`config.mk`:
```
export PLATFORM = sky130hd
export DESIGN_NAME = iso_projected_dda_line_rasterizer_flat
export DESIGN_NICKNAME = d
export VERILOG_FILES = /design/src/hdl/ipdda_pkg.sv /design/src/hdl/ipdda_if.sv /design/src/hdl/iso_projected_dda_line_rasterizer.sv /design/src/flat_wrapper.sv
export SDC_FILE = /design/constraint.sdc
export NUM_CORES = 2
export LEC_CHECK = 0
export BUFFER_PORTS_ARGS = -buffer_cell sky130_fd_sc_hd__buf_4
export CORE_UTILIZATION = 45
export DETAILED_ROUTE_END_ITERATION = 10
export PLACE_DENSITY = 0.7
export SLEW_MARGIN = 30
export SYNTH_ARGS = -nofsm -noshare
export SYNTH_HDL_FRONTEND = slang
export SYNTH_SLANG_ARGS = --single-unit
```
`constraint.sdc`:
```
create_clock -name clk -period 35.7 [get_ports clk]
set_input_delay 3.57 -clock clk [delete_from_list [all_inputs] [get_ports clk]]
set_output_delay 3.57 -clock clk [all_outputs]
set_load 0.02 [all_outputs]
```
`src/hdl/ipdda_pkg.sv`:
```
// ----------------------------------------------------------------------------
// ipdda_pkg
// Types and constants of the isometric DDA line rasterizer.
// ----------------------------------------------------------------------------
package ipdda_pkg;

    // field widths
    localparam int COL_W   = 10;
    localparam int HGT_W   = 16;
    localparam int COLOR_W = 24;
    localparam int PIX_W   = 16;
    localparam int ADDR_W  = 5;
    localparam int DATA_W  = 32;

    // datapath widths independent of the fraction size
    localparam int MA_W  = 45;  // multiplier A operand
    localparam int SXY_W = 44;  // centred and scaled grid coordinate
    localparam int SZ_W  = 48;  // scaled height
    localparam int ACC_W = 50;  // projection accumulator

    // cos and sin of 30 degrees, Q2.30
    localparam longint COS_Q30 = 929887576;
    localparam longint SIN_Q30 = 536871121;

    localparam logic [COLOR_W-1:0] WHITE = 24'hFF_FFFF;

    localparam logic KIND_LOAD = 1'b0;
    localparam logic KIND_STEP = 1'b1;

    localparam logic [2:0] REG_MAP_WIDTH    = 3'd0;
    localparam logic [2:0] REG_MAP_HEIGHT   = 3'd1;
    localparam logic [2:0] REG_XY_SCALE     = 3'd2;
    localparam logic [2:0] REG_HEIGHT_SCALE = 3'd3;
    localparam logic [2:0] REG_OFFSET_X     = 3'd4;
    localparam logic [2:0] REG_OFFSET_Y     = 3'd5;

    typedef enum logic [2:0] {
        ST_IDLE,
        ST_PROJ,
        ST_DRAIN,
        ST_DIFF,
        ST_ABS,
        ST_MAX,
        ST_DIV,
        ST_DONE
    } state_t;

    typedef enum logic [2:0] {
        PH_X,
        PH_Y,
        PH_Z,
        PH_COS,
        PH_SIN
    } mul_phase_t;

endpackage

```
`src/hdl/ipdda_if.sv`:
```
// ----------------------------------------------------------------------------
// ipdda_cmd_if / ipdda_pix_if
// Valid/ready channels for segment and step requests and for pixel results.
// ----------------------------------------------------------------------------
interface ipdda_cmd_if;
    logic                                valid;
    logic                                ready;
    logic                                kind;
    logic        [ipdda_pkg::COL_W-1:0]  start_col;
    logic        [ipdda_pkg::COL_W-1:0]  start_row;
    logic signed [ipdda_pkg::HGT_W-1:0]  start_height;
    logic        [ipdda_pkg::COL_W-1:0]  end_col;
    logic        [ipdda_pkg::COL_W-1:0]  end_row;
    logic signed [ipdda_pkg::HGT_W-1:0]  end_height;
    logic        [ipdda_pkg::COLOR_W-1:0] start_color;

    modport source (
        output valid, kind, start_col, start_row, start_height,
               end_col, end_row, end_height, start_color,
        input  ready
    );
    modport sink (
        input  valid, kind, start_col, start_row, start_height,
               end_col, end_row, end_height, start_color,
        output ready
    );
endinterface

interface ipdda_pix_if;
    logic                                 valid;
    logic                                 ready;
    logic                                 pixel_valid;
    logic signed [ipdda_pkg::PIX_W-1:0]   pixel_x;
    logic signed [ipdda_pkg::PIX_W-1:0]   pixel_y;
    logic        [ipdda_pkg::COLOR_W-1:0] pixel_color;
    logic                                 last_pixel;

    modport source (
        output valid, pixel_valid, pixel_x, pixel_y, pixel_color, last_pixel,
        input  ready
    );
    modport sink (
        input  valid, pixel_valid, pixel_x, pixel_y, pixel_color, last_pixel,
        output ready
    );
endinterface

```
`src/hdl/iso_projected_dda_line_rasterizer.sv`:
```
// ----------------------------------------------------------------------------
// iso_projected_dda_line_rasterizer
// Isometric projection of height-map segments and DDA pixel walk.
// ----------------------------------------------------------------------------
// A step request (kind 1) posts its result through a single output register:
// pixels leave at one per clock while the output is taken. A load request
// (kind 0) occupies the block until its empty result is posted: ten products
// through one shared multiplier, then the difference, abs and max steps, then
// two restoring divisions of FRAC_BITS + 1 quotient bits each through one
// shared subtract-compare unit.
// Configuration is APB, registers at byte address 4*index.
module iso_projected_dda_line_rasterizer #(
    parameter int FRAC_BITS = 16,
    parameter int MAX_STEPS = 65535
) (
    input  logic                             clk,
    input  logic                             rst_n,
    ipdda_cmd_if.sink                        cmd,
    ipdda_pix_if.source                      pix,
    input  logic                             psel,
    input  logic                             penable,
    input  logic                             pwrite,
    input  logic [ipdda_pkg::ADDR_W-1:0]     paddr,
    input  logic [ipdda_pkg::DATA_W-1:0]     pwdata,
    output logic [ipdda_pkg::DATA_W-1:0]     prdata,
    output logic                             pready
);

    localparam int MA_W  = ipdda_pkg::MA_W;
    localparam int ACC_W = ipdda_pkg::ACC_W;
    localparam int SXY_W = ipdda_pkg::SXY_W;
    localparam int SZ_W  = ipdda_pkg::SZ_W;
    localparam int PIX_W = ipdda_pkg::PIX_W;
    localparam int CRD_W = PIX_W + FRAC_BITS;
    localparam int MAG_W = PIX_W + FRAC_BITS;
    localparam int DIF_W = MAG_W + 1;
    localparam int REM_W = MAG_W + 1;
    localparam int QUO_W = FRAC_BITS + 1;
    localparam int STP_W = FRAC_BITS + 2;
    localparam int CNT_W = $clog2(FRAC_BITS + 1);
    localparam int PL_W  = $clog2(MAX_STEPS + 2);
    localparam int MB_W  = (FRAC_BITS + 1 > 16) ? FRAC_BITS + 1 : 16;
    localparam int PR_W  = MA_W + MB_W;

    localparam longint COS_L = (ipdda_pkg::COS_Q30 + (longint'(1) << (29 - FRAC_BITS)))
                               >>> (30 - FRAC_BITS);
    localparam longint SIN_L = (ipdda_pkg::SIN_Q30 + (longint'(1) << (29 - FRAC_BITS)))
                               >>> (30 - FRAC_BITS);
    localparam logic signed [MB_W-1:0] COS_C = MB_W'(COS_L);
    localparam logic signed [MB_W-1:0] SIN_C = MB_W'(SIN_L);
    localparam logic [PIX_W-1:0]       MAX_N = PIX_W'(MAX_STEPS);

    // configuration
    logic        [10:0] map_width_reg;
    logic        [10:0] map_height_reg;
    logic        [31:0] xy_scale_reg;
    logic signed [31:0] height_scale_reg;
    logic signed [15:0] off_x_reg;
    logic signed [15:0] off_y_reg;

    // sequencer
    ipdda_pkg::state_t     state_reg, state_next;
    ipdda_pkg::mul_phase_t iss_ph_reg, iss_ph_next, tag_ph_reg;
    logic                  iss_pt_reg, tag_pt_reg, prod_valid_reg;
    logic [CNT_W-1:0]      cnt_reg;
    logic                  div_sel_reg;

    // latched segment
    logic        [ipdda_pkg::COL_W-1:0]   col0_reg, row0_reg, col1_reg, row1_reg;
    logic signed [ipdda_pkg::HGT_W-1:0]   h0_reg, h1_reg;
    logic        [ipdda_pkg::COLOR_W-1:0] color_in_reg;

    // projection
    logic signed [MA_W-1:0]  mul_a;
    logic signed [MB_W-1:0]  mul_b;
    logic signed [PR_W-1:0]  prod_reg;
    logic signed [SXY_W-1:0] sx_reg, sy;
    logic signed [MA_W-1:0]  dif_reg, sum_reg;
    logic signed [ACC_W-1:0] zo_reg, acc_x, acc_y;
    logic signed [SZ_W-1:0]  sz;
    logic signed [11:0]      cx2, cy2;

    // walk setup
    logic signed [CRD_W-1:0] cursor_x_reg, cursor_y_reg, end_x_reg, end_y_reg;
    logic signed [DIF_W-1:0] dx_reg, dy_reg;
    logic        [MAG_W-1:0] ax_reg, ay_reg, steps_reg;
    logic                    neg_x_reg, neg_y_reg;
    logic        [REM_W-1:0] rem_reg, rem_next, trial, steps_ext;
    logic        [QUO_W-1:0] quo_reg, quo_next;
    logic                    ge, cnt_last, zero_len;
    logic signed [STP_W-1:0] q_signed, step_x_reg, step_y_reg;
    logic        [PIX_W-1:0] n_raw, n_sat;

    // segment state
    logic [PL_W-1:0]                  pixels_left_reg;
    logic [ipdda_pkg::COLOR_W-1:0]    seg_color_reg;
    logic                             seg_active_reg;
    logic                             pl_last;

    // output register
    logic                             out_valid_reg;
    logic                             out_pv_reg;
    logic signed [PIX_W-1:0]          out_x_reg, out_y_reg;
    logic [ipdda_pkg::COLOR_W-1:0]    out_color_reg;
    logic                             out_last_reg;

    logic slot_free, cmd_ready_int, load_go, step_go, done_go, out_wr, cfg_wr;
    logic [2:0] cfg_idx;

    function automatic logic signed [CRD_W-1:0] sat_crd(input logic signed [ACC_W-1:0] v);
        logic signed [CRD_W-1:0] r;
        if (v[ACC_W-1:CRD_W-1] == {(ACC_W-CRD_W+1){v[ACC_W-1]}})
            r = v[CRD_W-1:0];
        else
            r = {v[ACC_W-1], {(CRD_W-1){~v[ACC_W-1]}}};
        return r;
    endfunction

    function automatic logic signed [PIX_W-1:0] trunc_px(input logic signed [CRD_W-1:0] v);
        logic [PIX_W-1:0] fl;
        logic             up;
        fl = v[CRD_W-1:FRAC_BITS];
        up = v[CRD_W-1] && (|v[FRAC_BITS-1:0]);
        return fl + PIX_W'(up);
    endfunction

    // ---------------- configuration port ----------------
    assign pready  = 1'b1;
    assign cfg_idx = paddr[4:2];
    assign cfg_wr  = psel && penable && pwrite;

    always_comb
    begin
        case (cfg_idx)
            ipdda_pkg::REG_MAP_WIDTH:    prdata = 32'(map_width_reg);
            ipdda_pkg::REG_MAP_HEIGHT:   prdata = 32'(map_height_reg);
            ipdda_pkg::REG_XY_SCALE:     prdata = xy_scale_reg;
            ipdda_pkg::REG_HEIGHT_SCALE: prdata = height_scale_reg;
            ipdda_pkg::REG_OFFSET_X:     prdata = 32'(off_x_reg);
            ipdda_pkg::REG_OFFSET_Y:     prdata = 32'(off_y_reg);
            default:                     prdata = '0;
        endcase
    end

    always_ff @(posedge clk or negedge rst_n)
    begin
        if (!rst_n)
        begin
            map_width_reg    <= 11'd1;
            map_height_reg   <= 11'd1;
            xy_scale_reg     <= 32'h0001_0000;
            height_scale_reg <= 32'sh0001_0000;
            off_x_reg        <= '0;
            off_y_reg        <= '0;
        end
        else if (cfg_wr)
        begin
            case (cfg_idx)
                ipdda_pkg::REG_MAP_WIDTH:    map_width_reg    <= pwdata[10:0];
                ipdda_pkg::REG_MAP_HEIGHT:   map_height_reg   <= pwdata[10:0];
                ipdda_pkg::REG_XY_SCALE:     xy_scale_reg     <= pwdata;
                ipdda_pkg::REG_HEIGHT_SCALE: height_scale_reg <= pwdata;
                ipdda_pkg::REG_OFFSET_X:     off_x_reg        <= pwdata[15:0];
                ipdda_pkg::REG_OFFSET_Y:     off_y_reg        <= pwdata[15:0];
                default: ;
            endcase
        end
    end

    // ---------------- handshake ----------------
    assign slot_free = !out_valid_reg || pix.ready;
    assign cmd.ready = cmd_ready_int;
    assign load_go   = cmd.valid && cmd_ready_int && (cmd.kind == ipdda_pkg::KIND_LOAD);
    assign step_go   = cmd.valid && cmd_ready_int && (cmd.kind == ipdda_pkg::KIND_STEP);
    assign done_go   = (state_reg == ipdda_pkg::ST_DONE) && slot_free;
    assign out_wr    = step_go || done_go;

    assign pix.valid       = out_valid_reg;
    assign pix.pixel_valid = out_pv_reg;
    assign pix.pixel_x     = out_x_reg;
    assign pix.pixel_y     = out_y_reg;
    assign pix.pixel_color = out_color_reg;
    assign pix.last_pixel  = out_last_reg;

    // ---------------- sequencer ----------------
    always_ff @(posedge clk or negedge rst_n)
    begin
        if (!rst_n)
            state_reg <= ipdda_pkg::ST_IDLE;
        else
            state_reg <= state_next;
    end

    always_comb
    begin
        state_next    = state_reg;
        cmd_ready_int = 1'b0;
        case (state_reg)
            ipdda_pkg::ST_IDLE:
            begin
                cmd_ready_int = slot_free;
                if (cmd.valid && slot_free && cmd.kind == ipdda_pkg::KIND_LOAD)
                    state_next = ipdda_pkg::ST_PROJ;
            end
            ipdda_pkg::ST_PROJ:
            begin
                if (iss_pt_reg && iss_ph_reg == ipdda_pkg::PH_SIN)
                    state_next = ipdda_pkg::ST_DRAIN;
            end
            ipdda_pkg::ST_DRAIN: state_next = ipdda_pkg::ST_DIFF;
            ipdda_pkg::ST_DIFF:  state_next = ipdda_pkg::ST_ABS;
            ipdda_pkg::ST_ABS:   state_next = ipdda_pkg::ST_MAX;
            ipdda_pkg::ST_MAX:   state_next = ipdda_pkg::ST_DIV;
            ipdda_pkg::ST_DIV:
            begin
                if (cnt_last && div_sel_reg)
                    state_next = ipdda_pkg::ST_DONE;
            end
            ipdda_pkg::ST_DONE:
            begin
                if (slot_free)
                    state_next = ipdda_pkg::ST_IDLE;
            end
            default: state_next = ipdda_pkg::ST_IDLE;
        endcase
    end

    always_comb
    begin
        case (iss_ph_reg)
            ipdda_pkg::PH_X:   iss_ph_next = ipdda_pkg::PH_Y;
            ipdda_pkg::PH_Y:   iss_ph_next = ipdda_pkg::PH_Z;
            ipdda_pkg::PH_Z:   iss_ph_next = ipdda_pkg::PH_COS;
            ipdda_pkg::PH_COS: iss_ph_next = ipdda_pkg::PH_SIN;
            default:           iss_ph_next = ipdda_pkg::PH_X;
        endcase
    end

    // ---------------- shared multiplier ----------------
    assign cx2 = $signed({1'b0, (iss_pt_reg ? col1_reg : col0_reg), 1'b0})
               - $signed({1'b0, map_width_reg});
    assign cy2 = $signed({1'b0, (iss_pt_reg ? row1_reg : row0_reg), 1'b0})
               - $signed({1'b0, map_height_reg});

    always_comb
    begin
        case (iss_ph_reg)
            ipdda_pkg::PH_X:
            begin
                mul_a = $signed(MA_W'(xy_scale_reg));
                mul_b = MB_W'(cx2);
            end
            ipdda_pkg::PH_Y:
            begin
                mul_a = $signed(MA_W'(xy_scale_reg));
                mul_b = MB_W'(cy2);
            end
            ipdda_pkg::PH_Z:
            begin
                mul_a = MA_W'(height_scale_reg);
                mul_b = MB_W'(iss_pt_reg ? h1_reg : h0_reg);
            end
            ipdda_pkg::PH_COS:
            begin
                mul_a = dif_reg;
                mul_b = COS_C;
            end
            default:
            begin
                mul_a = sum_reg;
                mul_b = SIN_C;
            end
        endcase
    end

    assign sy    = $signed(prod_reg[SXY_W:1]);
    assign sz    = $signed(prod_reg[SZ_W-1:0]);
    assign acc_x = ACC_W'(prod_reg >>> FRAC_BITS) + (ACC_W'(off_x_reg) <<< FRAC_BITS);
    assign acc_y = ACC_W'(prod_reg >>> FRAC_BITS) + zo_reg;

    // ---------------- shared divider ----------------
    assign steps_ext = REM_W'(steps_reg);
    assign trial     = (cnt_reg == '0) ? rem_reg : {rem_reg[REM_W-2:0], 1'b0};
    assign ge        = trial >= steps_ext;
    assign rem_next  = ge ? trial - steps_ext : trial;
    assign quo_next  = (cnt_reg == '0) ? QUO_W'(ge) : {quo_reg[QUO_W-2:0], ge};
    assign cnt_last  = cnt_reg == CNT_W'(FRAC_BITS);
    assign q_signed  = $signed({1'b0, quo_reg});

    assign zero_len  = steps_reg == '0;
    assign n_raw     = steps_reg[MAG_W-1:FRAC_BITS];
    assign n_sat     = (n_raw > MAX_N) ? MAX_N : n_raw;
    assign pl_last   = pixels_left_reg <= PL_W'(1);

    // ---------------- control registers ----------------
    always_ff @(posedge clk or negedge rst_n)
    begin
        if (!rst_n)
        begin
            iss_pt_reg      <= 1'b0;
            iss_ph_reg      <= ipdda_pkg::PH_X;
            prod_valid_reg  <= 1'b0;
            cnt_reg         <= '0;
            div_sel_reg     <= 1'b0;
            seg_active_reg  <= 1'b0;
            pixels_left_reg <= '0;
            out_valid_reg   <= 1'b0;
        end
        else
        begin
            prod_valid_reg <= state_reg == ipdda_pkg::ST_PROJ;

            if (load_go)
            begin
                iss_pt_reg <= 1'b0;
                iss_ph_reg <= ipdda_pkg::PH_X;
            end
            else if (state_reg == ipdda_pkg::ST_PROJ)
            begin
                iss_ph_reg <= iss_ph_next;
                if (iss_ph_reg == ipdda_pkg::PH_SIN)
                    iss_pt_reg <= 1'b1;
            end

            if (state_reg == ipdda_pkg::ST_MAX)
            begin
                cnt_reg     <= '0;
                div_sel_reg <= 1'b0;
            end
            else if (state_reg == ipdda_pkg::ST_DIV)
            begin
                cnt_reg <= cnt_last ? '0 : cnt_reg + CNT_W'(1);
                if (cnt_last)
                    div_sel_reg <= 1'b1;
            end

            if (done_go)
            begin
                seg_active_reg  <= 1'b1;
                pixels_left_reg <= zero_len ? PL_W'(1) : PL_W'(n_sat) + PL_W'(1);
            end
            else if (step_go && seg_active_reg)
            begin
                if (pl_last)
                begin
                    seg_active_reg  <= 1'b0;
                    pixels_left_reg <= '0;
                end
                else
                    pixels_left_reg <= pixels_left_reg - PL_W'(1);
            end

            if (out_wr)
                out_valid_reg <= 1'b1;
            else if (pix.ready)
                out_valid_reg <= 1'b0;
        end
    end

    // ---------------- datapath registers ----------------
    always_ff @(posedge clk)
    begin
        if (load_go)
        begin
            col0_reg     <= cmd.start_col;
            row0_reg     <= cmd.start_row;
            h0_reg       <= cmd.start_height;
            col1_reg     <= cmd.end_col;
            row1_reg     <= cmd.end_row;
            h1_reg       <= cmd.end_height;
            color_in_reg <= cmd.start_color;
        end

        prod_reg   <= PR_W'(mul_a) * PR_W'(mul_b);
        tag_pt_reg <= iss_pt_reg;
        tag_ph_reg <= iss_ph_reg;

        if (prod_valid_reg)
        begin
            case (tag_ph_reg)
                ipdda_pkg::PH_X: sx_reg <= sy;
                ipdda_pkg::PH_Y:
                begin
                    dif_reg <= MA_W'(sx_reg) - MA_W'(sy);
                    sum_reg <= MA_W'(sx_reg) + MA_W'(sy);
                end
                ipdda_pkg::PH_Z: zo_reg <= (ACC_W'(off_y_reg) <<< FRAC_BITS) - ACC_W'(sz);
                ipdda_pkg::PH_COS:
                begin
                    if (tag_pt_reg)
                        end_x_reg <= sat_crd(acc_x);
                    else
                        cursor_x_reg <= sat_crd(acc_x);
                end
                default:
                begin
                    if (tag_pt_reg)
                        end_y_reg <= sat_crd(acc_y);
                    else
                        cursor_y_reg <= sat_crd(acc_y);
                end
            endcase
        end
        else if (step_go && seg_active_reg)
        begin
            cursor_x_reg <= cursor_x_reg + CRD_W'(step_x_reg);
            cursor_y_reg <= cursor_y_reg + CRD_W'(step_y_reg);
        end

        if (state_reg == ipdda_pkg::ST_DIFF)
        begin
            dx_reg <= DIF_W'(end_x_reg) - DIF_W'(cursor_x_reg);
            dy_reg <= DIF_W'(end_y_reg) - DIF_W'(cursor_y_reg);
        end

        if (state_reg == ipdda_pkg::ST_ABS)
        begin
            neg_x_reg <= dx_reg[DIF_W-1];
            neg_y_reg <= dy_reg[DIF_W-1];
            ax_reg    <= MAG_W'(dx_reg[DIF_W-1] ? -dx_reg : dx_reg);
            ay_reg    <= MAG_W'(dy_reg[DIF_W-1] ? -dy_reg : dy_reg);
        end

        if (state_reg == ipdda_pkg::ST_MAX)
        begin
            steps_reg <= (ax_reg >= ay_reg) ? ax_reg : ay_reg;
            rem_reg   <= REM_W'(ax_reg);
        end
        else if (state_reg == ipdda_pkg::ST_DIV)
        begin
            rem_reg <= (cnt_last && !div_sel_reg) ? REM_W'(ay_reg) : rem_next;
            quo_reg <= quo_next;
            // x quotient is complete when the y pass starts
            if (div_sel_reg && cnt_reg == '0)
                step_x_reg <= neg_x_reg ? -q_signed : q_signed;
        end

        if (done_go)
        begin
            step_x_reg    <= zero_len ? '0 : step_x_reg;
            step_y_reg    <= zero_len ? '0 : (neg_y_reg ? -q_signed : q_signed);
            seg_color_reg <= zero_len ? ipdda_pkg::WHITE : color_in_reg;
        end

        if (out_wr)
        begin
            if (step_go && seg_active_reg)
            begin
                out_pv_reg    <= 1'b1;
                out_x_reg     <= trunc_px(cursor_x_reg);
                out_y_reg     <= trunc_px(cursor_y_reg);
                out_color_reg <= seg_color_reg;
                out_last_reg  <= pl_last;
            end
            else
            begin
                out_pv_reg    <= 1'b0;
                out_x_reg     <= '0;
                out_y_reg     <= '0;
                out_color_reg <= '0;
                out_last_reg  <= 1'b0;
            end
        end
    end

endmodule

```
`src/flat_wrapper.sv`:
```
// flat-port wrapper written by rule: the top's interface ports become plain ports
module iso_projected_dda_line_rasterizer_flat 
#(
    parameter int FRAC_BITS = 16,
    parameter int MAX_STEPS = 65535
)
  (clk, rst_n, psel, penable, pwrite, paddr, pwdata, prdata, pready, cmd_valid, cmd_kind, cmd_start_col, cmd_start_row, cmd_start_height, cmd_end_col, cmd_end_row, cmd_end_height, cmd_start_color, cmd_ready, pix_valid, pix_pixel_valid, pix_pixel_x, pix_pixel_y, pix_pixel_color, pix_last_pixel, pix_ready);
  ipdda_cmd_if cmd_i ();
  ipdda_pix_if pix_i ();
  input  logic clk;
  input  logic rst_n;
  input  logic psel;
  input  logic penable;
  input  logic pwrite;
  input  logic [ipdda_pkg::ADDR_W-1:0] paddr;
  input  logic [ipdda_pkg::DATA_W-1:0] pwdata;
  output logic [ipdda_pkg::DATA_W-1:0] prdata;
  output logic pready;
  input wire logic [$bits(cmd_i.valid)-1:0] cmd_valid;
  input wire logic [$bits(cmd_i.kind)-1:0] cmd_kind;
  input wire logic [$bits(cmd_i.start_col)-1:0] cmd_start_col;
  input wire logic [$bits(cmd_i.start_row)-1:0] cmd_start_row;
  input wire logic [$bits(cmd_i.start_height)-1:0] cmd_start_height;
  input wire logic [$bits(cmd_i.end_col)-1:0] cmd_end_col;
  input wire logic [$bits(cmd_i.end_row)-1:0] cmd_end_row;
  input wire logic [$bits(cmd_i.end_height)-1:0] cmd_end_height;
  input wire logic [$bits(cmd_i.start_color)-1:0] cmd_start_color;
  output wire logic [$bits(cmd_i.ready)-1:0] cmd_ready;
  output wire logic [$bits(pix_i.valid)-1:0] pix_valid;
  output wire logic [$bits(pix_i.pixel_valid)-1:0] pix_pixel_valid;
  output wire logic [$bits(pix_i.pixel_x)-1:0] pix_pixel_x;
  output wire logic [$bits(pix_i.pixel_y)-1:0] pix_pixel_y;
  output wire logic [$bits(pix_i.pixel_color)-1:0] pix_pixel_color;
  output wire logic [$bits(pix_i.last_pixel)-1:0] pix_last_pixel;
  input wire logic [$bits(pix_i.ready)-1:0] pix_ready;
  assign cmd_i.valid = cmd_valid;
  assign cmd_i.kind = cmd_kind;
  assign cmd_i.start_col = cmd_start_col;
  assign cmd_i.start_row = cmd_start_row;
  assign cmd_i.start_height = cmd_start_height;
  assign cmd_i.end_col = cmd_end_col;
  assign cmd_i.end_row = cmd_end_row;
  assign cmd_i.end_height = cmd_end_height;
  assign cmd_i.start_color = cmd_start_color;
  assign cmd_ready = cmd_i.ready;
  assign pix_valid = pix_i.valid;
  assign pix_pixel_valid = pix_i.pixel_valid;
  assign pix_pixel_x = pix_i.pixel_x;
  assign pix_pixel_y = pix_i.pixel_y;
  assign pix_pixel_color = pix_i.pixel_color;
  assign pix_last_pixel = pix_i.last_pixel;
  assign pix_i.ready = pix_ready;
  iso_projected_dda_line_rasterizer #(.FRAC_BITS(FRAC_BITS), .MAX_STEPS(MAX_STEPS)) u_core (.clk(clk), .rst_n(rst_n), .cmd(cmd_i), .pix(pix_i), .psel(psel), .penable(penable), .pwrite(pwrite), .paddr(paddr), .pwdata(pwdata), .prdata(prdata), .pready(pready));
endmodule
```
==> metrics <==
CP peak stage delay=0.84 ns; # setup viols final=0; syn avg cell area=between 9 and 10 um^2; Setup WS pre-CTS=between 20 and 25 ns; fraction of registers with async set/reset=0.158; TritonCTS Sinks=between 900 and 1k; CTS H-tree lvls=3; max FFs per register=62; cts repair resizes=0; total negative setup slack=0 ns; Total GRT Usage=0.275; drt wl/cell=around 23 um; most numerous cell on the critical path=fa_1; post-layout min period=~13 ns; Slew Limit Headroom=0.274; Seq/Total Area, Yosys=0.320; Syn Inst Count=between 8k and 9k; number of flops mapped to enable cells by yosys=between 700 and 800; IO Count=234; Tightest Pin Transition=around 1.1 ns; Hold Crit Class=flip-flop to flip-flop; failing checks=design-rule violations; placed cell areas=roughly 0.09 mm^2; CTS Buf Count=about 110; crit path DAT=13.41 ns; layout cells sized above 1=0.105; Core ar.=around 0.19 mm^2; status=finished, violations left; die height=437 um; post-synthesis register bit count=roughly 960; Detailed Route WL=between 200000 and 300000 um; Fin. Hold Viols=0; Ys Warns=0; vias in the first global route=between 60k and 70k; Final Worst Setup Slack=between 20 and 25 ns; Clock Pin Slew Worst Setup and Hold Paths=0.06 ns; WP data required=roughly 36 ns; total gr overflow=0; initial antenna violation count=18; WHS Path Cells=1; CTS tree=yes; library cells used by synthesis=roughly 100; Final period util=0.358; Startpoint Class=flip-flop; CP max-delay cell=a311oi_1; Via Count=66.2k; Initial Util=0.453; DRC=60; first-pass GRT wire length=around 400000 um; top cells by area, synth=edfxtp_1 (26%), fa_1 (17%), ha_1 (8.4%); Iteration-0 DRC Markers=6205; commonest non-fill, non-tap cell in the layout=inv_1; Reg2Reg Depth=37; pin count of the biggest net entering global routing=88; total setup buffers inserted after CTS=0; worst-path fanout max=between 40 and 50; most frequent cells in the layout=inv_1 (1165), nand2_1 (765), edfxtp_1 (737); Detailed Place HPWL=about 210000 um; clk buf depth=3; synth-to-layout area growth=10.1%; Layout Nets=~10k; unrepaired setup endpoints after global routing=false; router iterations before antenna repair=9; Synth area leader=edfxtp_1; GPL Wtd Cong=a little under 1; max cap viols=0; post-synthesis net count=around 10k; Placed Cells=around 11k; post-route cell area=0.0936 mm^2; endpoint class of the critical path=flip-flop; Synth Flop Type=edfxtp_1; post-synth top area share=0.260; Final ANT Viol Nets=0; num rows=159; Mapped Area=about 0.085 mm^2; Crit Path Class=flip-flop to flip-flop; Post-CTS Hold Buffers=0; Max Fclk=approximately 78 MHz; final max-slew violation count=0; root buffer cell=clkbuf_16; width of the die=around 440 um; I/O Buffers=between 200 and 250; post-DR vias/cell=around 5.8; die area=0.191 mm^2; final std cells w/o fill=between 10k and 15k; Skew-Pair Late Insertion Delay=just under 0.8 ns; Setup Skew=roughly 0.042 ns
==> stage by stage <==
stage	hold WS (ns)	util
after floorplan	0.345	-
after global placement	0.453	0.477
after detailed placement	0.460	0.477
after CTS	0.475	0.498
after global routing	0.493	0.498
final	0.475	0.498
==> Yosys cell counts, drive strengths merged, types with 15 or more instances <==
cell type / number
a31oi: 51
nand4: 49
fa: 727
a21oi: 474
o31a: 15
or4: 27
nand3: 108
mux2: 246
o22ai: 31
or3: 64
o41ai: 19
o31ai: 39
mux2i: 69
a211oi: 86
xor2: 152
ha: 568
nor3b: 20
a21boi: 27
clkbuf: 282
and3: 60
or2: 46
nor2b: 115
nor3: 141
inv: 1168
dfxtp: 67
nand2b: 107
nor4: 38
o21bai: 63
dfrtp: 147
a21o: 207
o21a: 59
nor2: 740
buf: 60
and2: 81
o211ai: 51
a41oi: 17
edfxtp: 737
a211o: 32
o21ai: 465
xnor2: 349
nand2: 769
==> area by class of cell <==
cell class	count	area (um^2)
Fill cell	17000	94200
Multi-Input combinational cell	6283	52400
Sequential cell	955	27300
Inverter	1171	4400
Tap cell	2495	3120
Clock buffer	147	3080
Timing Repair Buffer	332	2510
Clock inverter	65	802
Antenna cell	3	7.51
==> routing by layer <==
layer	GRT usage	wire length [um]	vias up
met2	0.465	127000	2880
met4	0.184	21100	14
li1	-	-	29900
met3	0.0462	19200	824
met1	0.319	97800	32600
met5	0	90	-
==> worst max-delay path, delay by kind of cell (launching register included) <==
kind                       cells  cell delay [ns]
DFF                            1             0.34
and+or+nand+nor                4             1.07
adders and majority gates      8             3.50
muxes                          1             0.44
buffers and inverters          5             1.62
AOI/OAI and AO/OA             19             5.61
==> worst paths after layout <==
check / from / to / slack (ns)
worst min register to register: u_core.rem_reg[32]$_SDFFE_PP0P_ / u_core.rem_reg[32]$_SDFFE_PP0P_ / 0.48
min in group asynchronous: rst_n / u_core.pixels_left_reg[13]$_DFFE_PN0P_ / 2.86
max in group asynchronous: rst_n / u_core.xy_scale_reg[27]$_DFFE_PN0P_ / 31.06
worst min-delay path: u_core.rem_reg[32]$_SDFFE_PP0P_ / u_core.rem_reg[32]$_SDFFE_PP0P_ / 0.48
worst max register to register: u_core.iss_pt_reg$_DFFE_PN0P_ / u_core.prod_reg[58]$_DFF_P_ / 22.92
worst max-delay path: u_core.iss_pt_reg$_DFFE_PN0P_ / u_core.prod_reg[58]$_DFF_P_ / 22.92
==> kinds of logic after synthesis <==
logic type               Yosys count  synth area share
AO/OA/AOI/OAI                   1771             0.134
multiplexers                     319            0.0418
flip-flops                       955             0.320
XOR/XNOR                         501            0.0516
other                              1         0.0000441
adder cells (fa/ha/maj)         1295             0.255
AND/OR/NAND/NOR                 2396             0.130
buffers and inverters           1513            0.0674
Power is not shown: default switching activity piles up to over one toggle a cycle in this logic, so the estimate is an artifact.
